**src/rtl/pid_step_with_antiwindup_defines.svh**
```systemverilog
// Assertion helpers for the PID step block.
// Both expect signals named clk and arst_n in the scope where they are used.
`ifndef PID_STEP_WITH_ANTIWINDUP_DEFINES_SVH
`define PID_STEP_WITH_ANTIWINDUP_DEFINES_SVH

// The consequent must hold in the same cycle as the antecedent.
`define PIDAW_ASSERT_SAME(lbl, ante, cons, msg) \
	lbl: assert property (@(posedge clk) disable iff (!arst_n) (ante) |-> (cons)) \
		else $error(msg);

// The consequent must hold in the cycle after the antecedent.
`define PIDAW_ASSERT_NEXT(lbl, ante, cons, msg) \
	lbl: assert property (@(posedge clk) disable iff (!arst_n) (ante) |=> (cons)) \
		else $error(msg);

`endif

```
**src/rtl/pidaw_pkg.sv**
```systemverilog
`timescale 1ns / 1ps
package pidaw_pkg;

	localparam int DATA_W  = 16;
	localparam int ACC_W   = 32;
	localparam int DIFF_W  = DATA_W + 1;
	localparam int PP_W    = 2 * DATA_W;
	localparam int PI_W    = DATA_W + ACC_W;
	localparam int PD_W    = DATA_W + DIFF_W;
	localparam int SUM_W   = PI_W + 2;
	localparam int FRAC_W  = 8;
	localparam int IDX_W   = 3;
	localparam int CLAMP_W = 2;

	localparam logic [ACC_W-1:0] ACC_MAX = {1'b0, {(ACC_W-1){1'b1}}};
	localparam logic [ACC_W-1:0] ACC_MIN = {1'b1, {(ACC_W-1){1'b0}}};

	localparam logic [IDX_W-1:0] REG_GAIN_P      = 3'd0;
	localparam logic [IDX_W-1:0] REG_GAIN_I      = 3'd1;
	localparam logic [IDX_W-1:0] REG_GAIN_D      = 3'd2;
	localparam logic [IDX_W-1:0] REG_OUT_FLOOR   = 3'd3;
	localparam logic [IDX_W-1:0] REG_OUT_CEILING = 3'd4;

	localparam logic signed [DATA_W-1:0] RST_GAIN_P      = 16'sd256;
	localparam logic signed [DATA_W-1:0] RST_GAIN_I      = 16'sd0;
	localparam logic signed [DATA_W-1:0] RST_GAIN_D      = 16'sd0;
	localparam logic signed [DATA_W-1:0] RST_OUT_FLOOR   = 16'sh8000;
	localparam logic signed [DATA_W-1:0] RST_OUT_CEILING = 16'sh7fff;

	typedef enum logic [CLAMP_W-1:0] {
		CLAMP_NONE = 2'd0,
		CLAMP_HIGH = 2'd1,
		CLAMP_LOW  = 2'd2
	} clamp_t;

	typedef struct packed {
		logic signed [DATA_W-1:0] gain_p;
		logic signed [DATA_W-1:0] gain_i;
		logic signed [DATA_W-1:0] gain_d;
		logic signed [DATA_W-1:0] out_floor;
		logic signed [DATA_W-1:0] out_ceiling;
	} cfg_t;

	typedef struct packed {
		logic signed [DATA_W-1:0] drive;
		clamp_t                   clamp;
		logic signed [ACC_W-1:0]  accum_next;
	} step_t;

endpackage

```
**src/rtl/pidaw_cfg.sv**
```systemverilog
`timescale 1ns / 1ps
module pidaw_cfg (
	input  logic                                clk,
	input  logic                                arst_n,
	input  logic                                cfg_we,
	input  logic [pidaw_pkg::IDX_W-1:0]         cfg_index,
	input  logic [pidaw_pkg::DATA_W-1:0]        cfg_wdata,
	output pidaw_pkg::cfg_t                     cfg
);

	pidaw_pkg::cfg_t cfg_q;

	always_ff @(posedge clk or negedge arst_n) begin
		if (!arst_n) begin
			cfg_q.gain_p      <= pidaw_pkg::RST_GAIN_P;
			cfg_q.gain_i      <= pidaw_pkg::RST_GAIN_I;
			cfg_q.gain_d      <= pidaw_pkg::RST_GAIN_D;
			cfg_q.out_floor   <= pidaw_pkg::RST_OUT_FLOOR;
			cfg_q.out_ceiling <= pidaw_pkg::RST_OUT_CEILING;
		end else if (cfg_we) begin
			case (cfg_index)
				pidaw_pkg::REG_GAIN_P:      cfg_q.gain_p      <= cfg_wdata;
				pidaw_pkg::REG_GAIN_I:      cfg_q.gain_i      <= cfg_wdata;
				pidaw_pkg::REG_GAIN_D:      cfg_q.gain_d      <= cfg_wdata;
				pidaw_pkg::REG_OUT_FLOOR:   cfg_q.out_floor   <= cfg_wdata;
				pidaw_pkg::REG_OUT_CEILING: cfg_q.out_ceiling <= cfg_wdata;
				default: ;
			endcase
		end
	end

	assign cfg = cfg_q;

endmodule

```
**src/rtl/pidaw_calc.sv**
```systemverilog
`timescale 1ns / 1ps
module pidaw_calc (
	input  pidaw_pkg::cfg_t                     cfg,
	input  logic signed [pidaw_pkg::DATA_W-1:0] err,
	input  logic signed [pidaw_pkg::ACC_W-1:0]  accum,
	input  logic signed [pidaw_pkg::DATA_W-1:0] last_err,
	output pidaw_pkg::step_t                    step
);

	localparam int DW = pidaw_pkg::DATA_W;
	localparam int AW = pidaw_pkg::ACC_W;
	localparam int SW = pidaw_pkg::SUM_W;
	localparam int FW = pidaw_pkg::FRAC_W;

	logic signed [AW:0]                   acc_wide;
	logic signed [AW-1:0]                 acc_sat;
	logic signed [pidaw_pkg::DIFF_W-1:0]  diff;
	logic signed [pidaw_pkg::PP_W-1:0]    prod_p;
	logic signed [pidaw_pkg::PI_W-1:0]    prod_i;
	logic signed [pidaw_pkg::PD_W-1:0]    prod_d;
	logic signed [SW-1:0]                 sum;
	logic signed [SW-1:0]                 lim_hi;
	logic signed [SW-1:0]                 lim_lo;

	always_comb begin
		// Tentative integral, saturated to the signed 32-bit range.
		acc_wide = $signed({accum[AW-1], accum}) + $signed({{(AW+1-DW){err[DW-1]}}, err});
		if (acc_wide[AW] != acc_wide[AW-1]) begin
			acc_sat = acc_wide[AW] ? pidaw_pkg::ACC_MIN : pidaw_pkg::ACC_MAX;
		end else begin
			acc_sat = acc_wide[AW-1:0];
		end

		diff   = $signed({err[DW-1], err}) - $signed({last_err[DW-1], last_err});
		prod_p = cfg.gain_p * err;
		prod_i = cfg.gain_i * acc_sat;
		prod_d = cfg.gain_d * diff;

		sum = $signed({{(SW-pidaw_pkg::PP_W){prod_p[pidaw_pkg::PP_W-1]}}, prod_p})
		    + $signed({{(SW-pidaw_pkg::PI_W){prod_i[pidaw_pkg::PI_W-1]}}, prod_i})
		    + $signed({{(SW-pidaw_pkg::PD_W){prod_d[pidaw_pkg::PD_W-1]}}, prod_d});

		lim_hi = $signed({{(SW-DW-FW){cfg.out_ceiling[DW-1]}}, cfg.out_ceiling, {FW{1'b0}}});
		lim_lo = $signed({{(SW-DW-FW){cfg.out_floor[DW-1]}}, cfg.out_floor, {FW{1'b0}}});

		// The high limit wins when the floor sits above the ceiling.
		if (sum > lim_hi) begin
			step.drive      = cfg.out_ceiling;
			step.clamp      = pidaw_pkg::CLAMP_HIGH;
			step.accum_next = accum;
		end else if (sum < lim_lo) begin
			step.drive      = cfg.out_floor;
			step.clamp      = pidaw_pkg::CLAMP_LOW;
			step.accum_next = accum;
		end else begin
			// Within limits the value fits, so the shift is a plain slice.
			step.drive      = sum[FW+DW-1:FW];
			step.clamp      = pidaw_pkg::CLAMP_NONE;
			step.accum_next = acc_sat;
		end
	end

endmodule

```
**src/rtl/pid_step_with_antiwindup.sv**
```systemverilog
`timescale 1ns / 1ps
`include "pid_step_with_antiwindup_defines.svh"
// PID step with output clamp and anti-windup. Each error beat is registered,
// then the saturating integral, the derivative, the three gain products, the
// limit compare and the Q8.8 rescale are all combinational into the result
// register, which loads the result once the result side can take it, and one
// beat is taken every cycle while the result side keeps taking results. That
// combinational path is also the integral feedback loop: the integral update
// of one beat is visible to the next. When the output hits a limit, the
// integral keeps its previous value and clamp_state reports which limit was
// hit. Write the gain and limit registers only while no beat is in flight.
module pid_step_with_antiwindup (
	input  logic                                clk,
	input  logic                                arst_n,
	input  logic                                err_valid,
	output logic                                err_ready,
	input  logic signed [pidaw_pkg::DATA_W-1:0] err_sample,
	output logic                                res_valid,
	input  logic                                res_ready,
	output logic signed [pidaw_pkg::DATA_W-1:0] drive,
	output logic [pidaw_pkg::CLAMP_W-1:0]       clamp_state,
	input  logic                                cfg_we,
	input  logic [pidaw_pkg::IDX_W-1:0]         cfg_index,
	input  logic [pidaw_pkg::DATA_W-1:0]        cfg_wdata
);

	pidaw_pkg::cfg_t  cfg;
	pidaw_pkg::step_t step;

	logic                                valid_s1;
	logic signed [pidaw_pkg::DATA_W-1:0] err_s1;
	logic                                res_valid_q;
	logic signed [pidaw_pkg::DATA_W-1:0] drive_q;
	pidaw_pkg::clamp_t                   clamp_q;
	logic signed [pidaw_pkg::ACC_W-1:0]  accum_q;
	logic signed [pidaw_pkg::DATA_W-1:0] last_err_q;
	logic                                adv;
	logic                                fire_s1;

	pidaw_cfg u_cfg (
		.clk       (clk),
		.arst_n    (arst_n),
		.cfg_we    (cfg_we),
		.cfg_index (cfg_index),
		.cfg_wdata (cfg_wdata),
		.cfg       (cfg)
	);

	pidaw_calc u_calc (
		.cfg      (cfg),
		.err      (err_s1),
		.accum    (accum_q),
		.last_err (last_err_q),
		.step     (step)
	);

	assign adv       = !res_valid_q || res_ready;
	assign fire_s1   = valid_s1 && adv;
	assign err_ready = !valid_s1 || adv;

	always_ff @(posedge clk or negedge arst_n) begin
		if (!arst_n) begin
			valid_s1 <= 1'b0;
		end else if (err_ready) begin
			valid_s1 <= err_valid;
		end
	end

	always_ff @(posedge clk) begin
		if (err_valid && err_ready) begin
			err_s1 <= err_sample;
		end
	end

	// The loop state moves together with the result, so the next beat in
	// stage one always sees the state this beat leaves.
	always_ff @(posedge clk or negedge arst_n) begin
		if (!arst_n) begin
			res_valid_q <= 1'b0;
			accum_q     <= '0;
			last_err_q  <= '0;
		end else if (fire_s1) begin
			res_valid_q <= 1'b1;
			accum_q     <= step.accum_next;
			last_err_q  <= err_s1;
		end else if (res_ready) begin
			res_valid_q <= 1'b0;
		end
	end

	always_ff @(posedge clk) begin
		if (fire_s1) begin
			drive_q <= step.drive;
			clamp_q <= step.clamp;
		end
	end

	assign res_valid   = res_valid_q;
	assign drive       = drive_q;
	assign clamp_state = clamp_q;

	`PIDAW_ASSERT_NEXT(a_hold_integral, fire_s1 && (step.clamp != pidaw_pkg::CLAMP_NONE), $stable(accum_q), "integral changed on a clamped step")
	`PIDAW_ASSERT_NEXT(a_last_err, fire_s1, last_err_q == $past(err_s1), "previous error not updated")
	`PIDAW_ASSERT_SAME(a_in_limits, res_valid_q && (clamp_q == pidaw_pkg::CLAMP_NONE), (drive_q >= cfg.out_floor) && (drive_q <= cfg.out_ceiling), "unclamped drive outside limits")

endmodule
```
**config.mk**
```make
export PLATFORM = sky130hd
export DESIGN_NAME = pid_step_with_antiwindup
export DESIGN_NICKNAME = d
export VERILOG_FILES = /design/src/rtl/pidaw_pkg.sv /design/src/rtl/pidaw_cfg.sv /design/src/rtl/pidaw_calc.sv /design/src/rtl/pid_step_with_antiwindup.sv
export VERILOG_INCLUDE_DIRS = /design/src /design/src/rtl
export SDC_FILE = /design/constraint.sdc
export NUM_CORES = 2
export LEC_CHECK = 0
export BUFFER_PORTS_ARGS = -buffer_cell sky130_fd_sc_hd__buf_2
export CORE_MARGIN = 2
export CORE_UTILIZATION = 44
export CTS_BUF_LIST = sky130_fd_sc_hd__clkbuf_4 sky130_fd_sc_hd__clkbuf_8
export CTS_CLUSTER_DIAMETER = 150
export DETAILED_ROUTE_END_ITERATION = 10
export GPL_ROUTABILITY_DRIVEN = 0
export PLACE_DENSITY_LB_ADDON = 0.05
export SLEW_MARGIN = 30
export SYNTH_ARGS = -nofsm -noshare
export SYNTH_HDL_FRONTEND = slang
export SYNTH_SLANG_ARGS = --single-unit
export TNS_END_PERCENT = 30
```
**constraint.sdc**
```tcl
create_clock -name clk -period 13.88 [get_ports clk]
set_clock_uncertainty 0.2 [all_clocks]
set_input_delay 2.776 -clock clk [delete_from_list [all_inputs] [get_ports clk]]
set_output_delay 2.776 -clock clk [all_outputs]
set_load 0.005 [all_outputs]
```
==> reports/qor.yml <==
routing:
  drt_drc_violations_left: 0
  avgRoutedWirePerCell_um: 22.7
  drtIter0Drc: 1995
  top_layer: "met5"
  vias: 35800
  ant_nets: 0
  vias_per_cell: 5.15
  met2_length_mm: 72.1
  totalWireLength_mm: 158
  wl_met3_mm: 11.9
  drtPass1Iterations: 5
  wl_met1_mm: 71.1
grt:
  grt_pass1_vias: 39300
  antenna_found_initial: 7
  grt_pass1_wl_mm: 246
  track_usage_pct: 28.5
  grt-ovfl-total: 0
  grt_max_degree: 54
placed_design:
  hpwlAfterDp_mm: 133
  numPortBuffers: 59
  place_inst: 6882
setup_path:
  cp_slowest_stage_delay_ns: 0.57
  path_common_cell: "fa_1"
  r2r_cells: 54
  critPathLaunchType: "register"
  r2r_start: "err_s1[0]$_DFFE_PP_"
  cpLargestDelayFamily: "adder cells"
  path_max_fanout: 16
  critical_path.endpoint_type: "register"
  worstSetupStartpoint: "err_s1[0]$_DFFE_PP_"
  rrSetupSlack_ns: 0.17
  worst-path-buf-inv: 12
  arrival_ns: 14.03
  slowest_stage: "fa_1"
  timing.rr.end: "accum_q[3]$_DFFE_PN0P_"
  cp.required_ns: 14.20
  worstSetupPathType: "reg -> reg"
sta:
  hold_viol: 0
  min_period_ns: 13.71
  rsz0062_at_grt: "true"
  max_slew_margin_pct: 31.9
  final_max_slew_viol_count: 0
  setup_violations: 0
  period_share_pct: 98.8
  fmax_mhz: 72.9
  tightest_slew_ns: 1.02
run_status:
  status: "completed"
synth:
  ys_seq_area_share_pct: 8.48
  yosys-top-cells-area: "fa_1 (50%), inv_1 (9.5%), ha_1 (9.0%)"
  yosysWarningCount: 0
  yosysTopAreaCellShare_pct: 49.6
  yosys.cell_count.top_type: "inv_1"
  synth-seq-cells: 164
  yosys.area.top_type: "fa_1"
  synth_nets: 6861
  synth-main-ff-cell: "dfrtp_1"
  syn_area_um2: 50600
  synth_common_cells: "inv_1 (1287), fa_1 (1255), nand2_1 (688), ha_1 (363), and2_1 (347)"
  synth_edf_count: 34
  synthArstFlopShare_pct: 79.3
  postSynthCellCount: 5203
  syn_avg_cell_area_um2: 9.73
  synth.distinct_cells: 72
floorplan:
  die_height_um: 343
  io_pins: 60
  die_w_um: 343
  start_util_pct: 44.4
  placementRows: 124
  dieArea_um2: 118000
  fp.coreArea_um2: 114000
clocking:
  cts_tree: "built"
  cts_made_buffers: 17
  cts.sinks: 164
  clock-root-buffer: "clkbuf_8"
  cts_max_path_buffers: 2
  clk_latency_ns: 0.65
  htreeDepth: 4
  path_clk_slew_ns: 0.10
  hold_buffers: 0
hold_path:
  hold_depth: 1
  whs_endpoint: "accum_q[4]$_DFFE_PN0P_"
  min-delay-start: "accum_q[4]$_DFFE_PN0P_"
  hp-class: "reg -> reg"
cells_and_area:
  final_cells: 6958
  finalNetCount: 7088
  syn2layout_area_growth_pct: 11.0
  drive_gt1_share_pct: 13.2
flow_run:
  maxCapViolations: 0
[layer usage]
layer	track usage, %	vias to the layer above
li1	-	15800
met1	40.6	18900
met2	44.4	923
met3	7.22	151
met4	5.24	2
met5	0	-
[area by class of cell]
cell class	instances	area, um2
clock buffers	20	263
clock inverters	12	123
repair buffers	409	3350
diodes	3	7.51
multi-input cells	3551	41500
flip-flops and latches	164	4300
inverters	1287	4830
fillers	11000	58000
well taps	1512	1890
[stage by stage]
| stage | setup slack [ns] | area [um2] | TNS (ns) | utilization, % | hold WS (ns) |
|---|---|---|---|---|---|
| 2_1_floorplan | 0.182 | 50600 | 0 | - | 0.249 |
| 3_3_place_gp | -0.138 | 54600 | -4.34 | 47.8 | 0.281 |
| 3_5_place_dp | -0.190 | 54600 | -6.25 | 47.8 | 0.300 |
| 4_1_cts | 0.0253 | 55400 | 0 | 48.5 | 0.323 |
| 5_1_grt | -0.335 | 56200 | -13.45 | 49.2 | 0.342 |
| 6_report | 0.171 | 56200 | 0 | 49.2 | 0.319 |
[worst max path at each step]
stage,depth (start not counted),slack (ns),endpoint
6_report,54,0.17,accum_q[3]$_DFFE_PN0P_
2_1_floorplan,52,0.18,accum_q[21]$_DFFE_PN0P_
4_1_cts,51,0.03,accum_q[14]$_DFFE_PN0P_
3_5_place_dp,56,-0.19,accum_q[3]$_DFFE_PN0P_
5_1_grt,60,-0.33,accum_q[21]$_DFFE_PN0P_
3_3_place_gp,56,-0.14,accum_q[11]$_DFFE_PN0P_
[what timing repair did]
| item | in CTS | in global routing |
|---|---|---|
| resized for setup | 40 | 142 |
| endpoints found under the setup margin | 49 | 50 |
| gates cloned | 3 | 2 |
| hold endpoints to repair | 0 | 0 |
| pin swaps | 19 | 79 |
| buffers inserted | 8 | 32 |
[cell usage in the layout, fill, tap and decap left out, types with 44 or more instances in the layout]
cell type | netlist | final
dfrtp_1 | 113 | 113
a21oi_1 | 99 | 91
o21ai_0 | 95 | 84
fa_1 | 1255 | 1221
nor2b_1 | 46 | 44
xnor2_1 | 66 | 61
ha_1 | 363 | 350
inv_1 | 1287 | 1277
buf_2 | 25 | 58
nand2b_1 | 48 | 48
mux2_2 | 96 | 93
a21o_1 | 79 | 66
nor2_1 | 71 | 71
buf_4 | 3 | 308
nand2_1 | 688 | 685
and2_1 | 347 | 341
[worst reg2reg max path, delay by kind of cell, from the launching register on]
family	cells	cell delay, ns
AO/OA/AOI/OAI	17	3.25
XOR/XNOR	2	0.41
adder cells (fa/ha/maj)	13	5.66
buffers and inverters	12	1.37
flip-flops	1	0.42
multiplexers	1	0.31
AND/OR/NAND/NOR	9	1.98
[flip-flops by register name, indices dropped and copies added (netlist names)]
signal / cells
accum_q: 32
clamp_state: 2
drive: 16
err_s1: 16
last_err_q: 16
res_valid: 1
u_cfg.cfg: 80
valid_s1: 1
[kinds of logic after synthesis]
| family | share of synthesized area [%] |
|---|---|
| fa+ha+maj | 58.6 |
| buf+inv | 11.1 |
| simple gates | 12.6 |
| compound gates | 5.18 |
| flops | 8.48 |
| mux | 2.51 |
| xor+xnor | 1.56 |
Power is left out: the tool's default activity adds up to more than one toggle a clock period on the data nets, which glitch-free logic cannot reach.
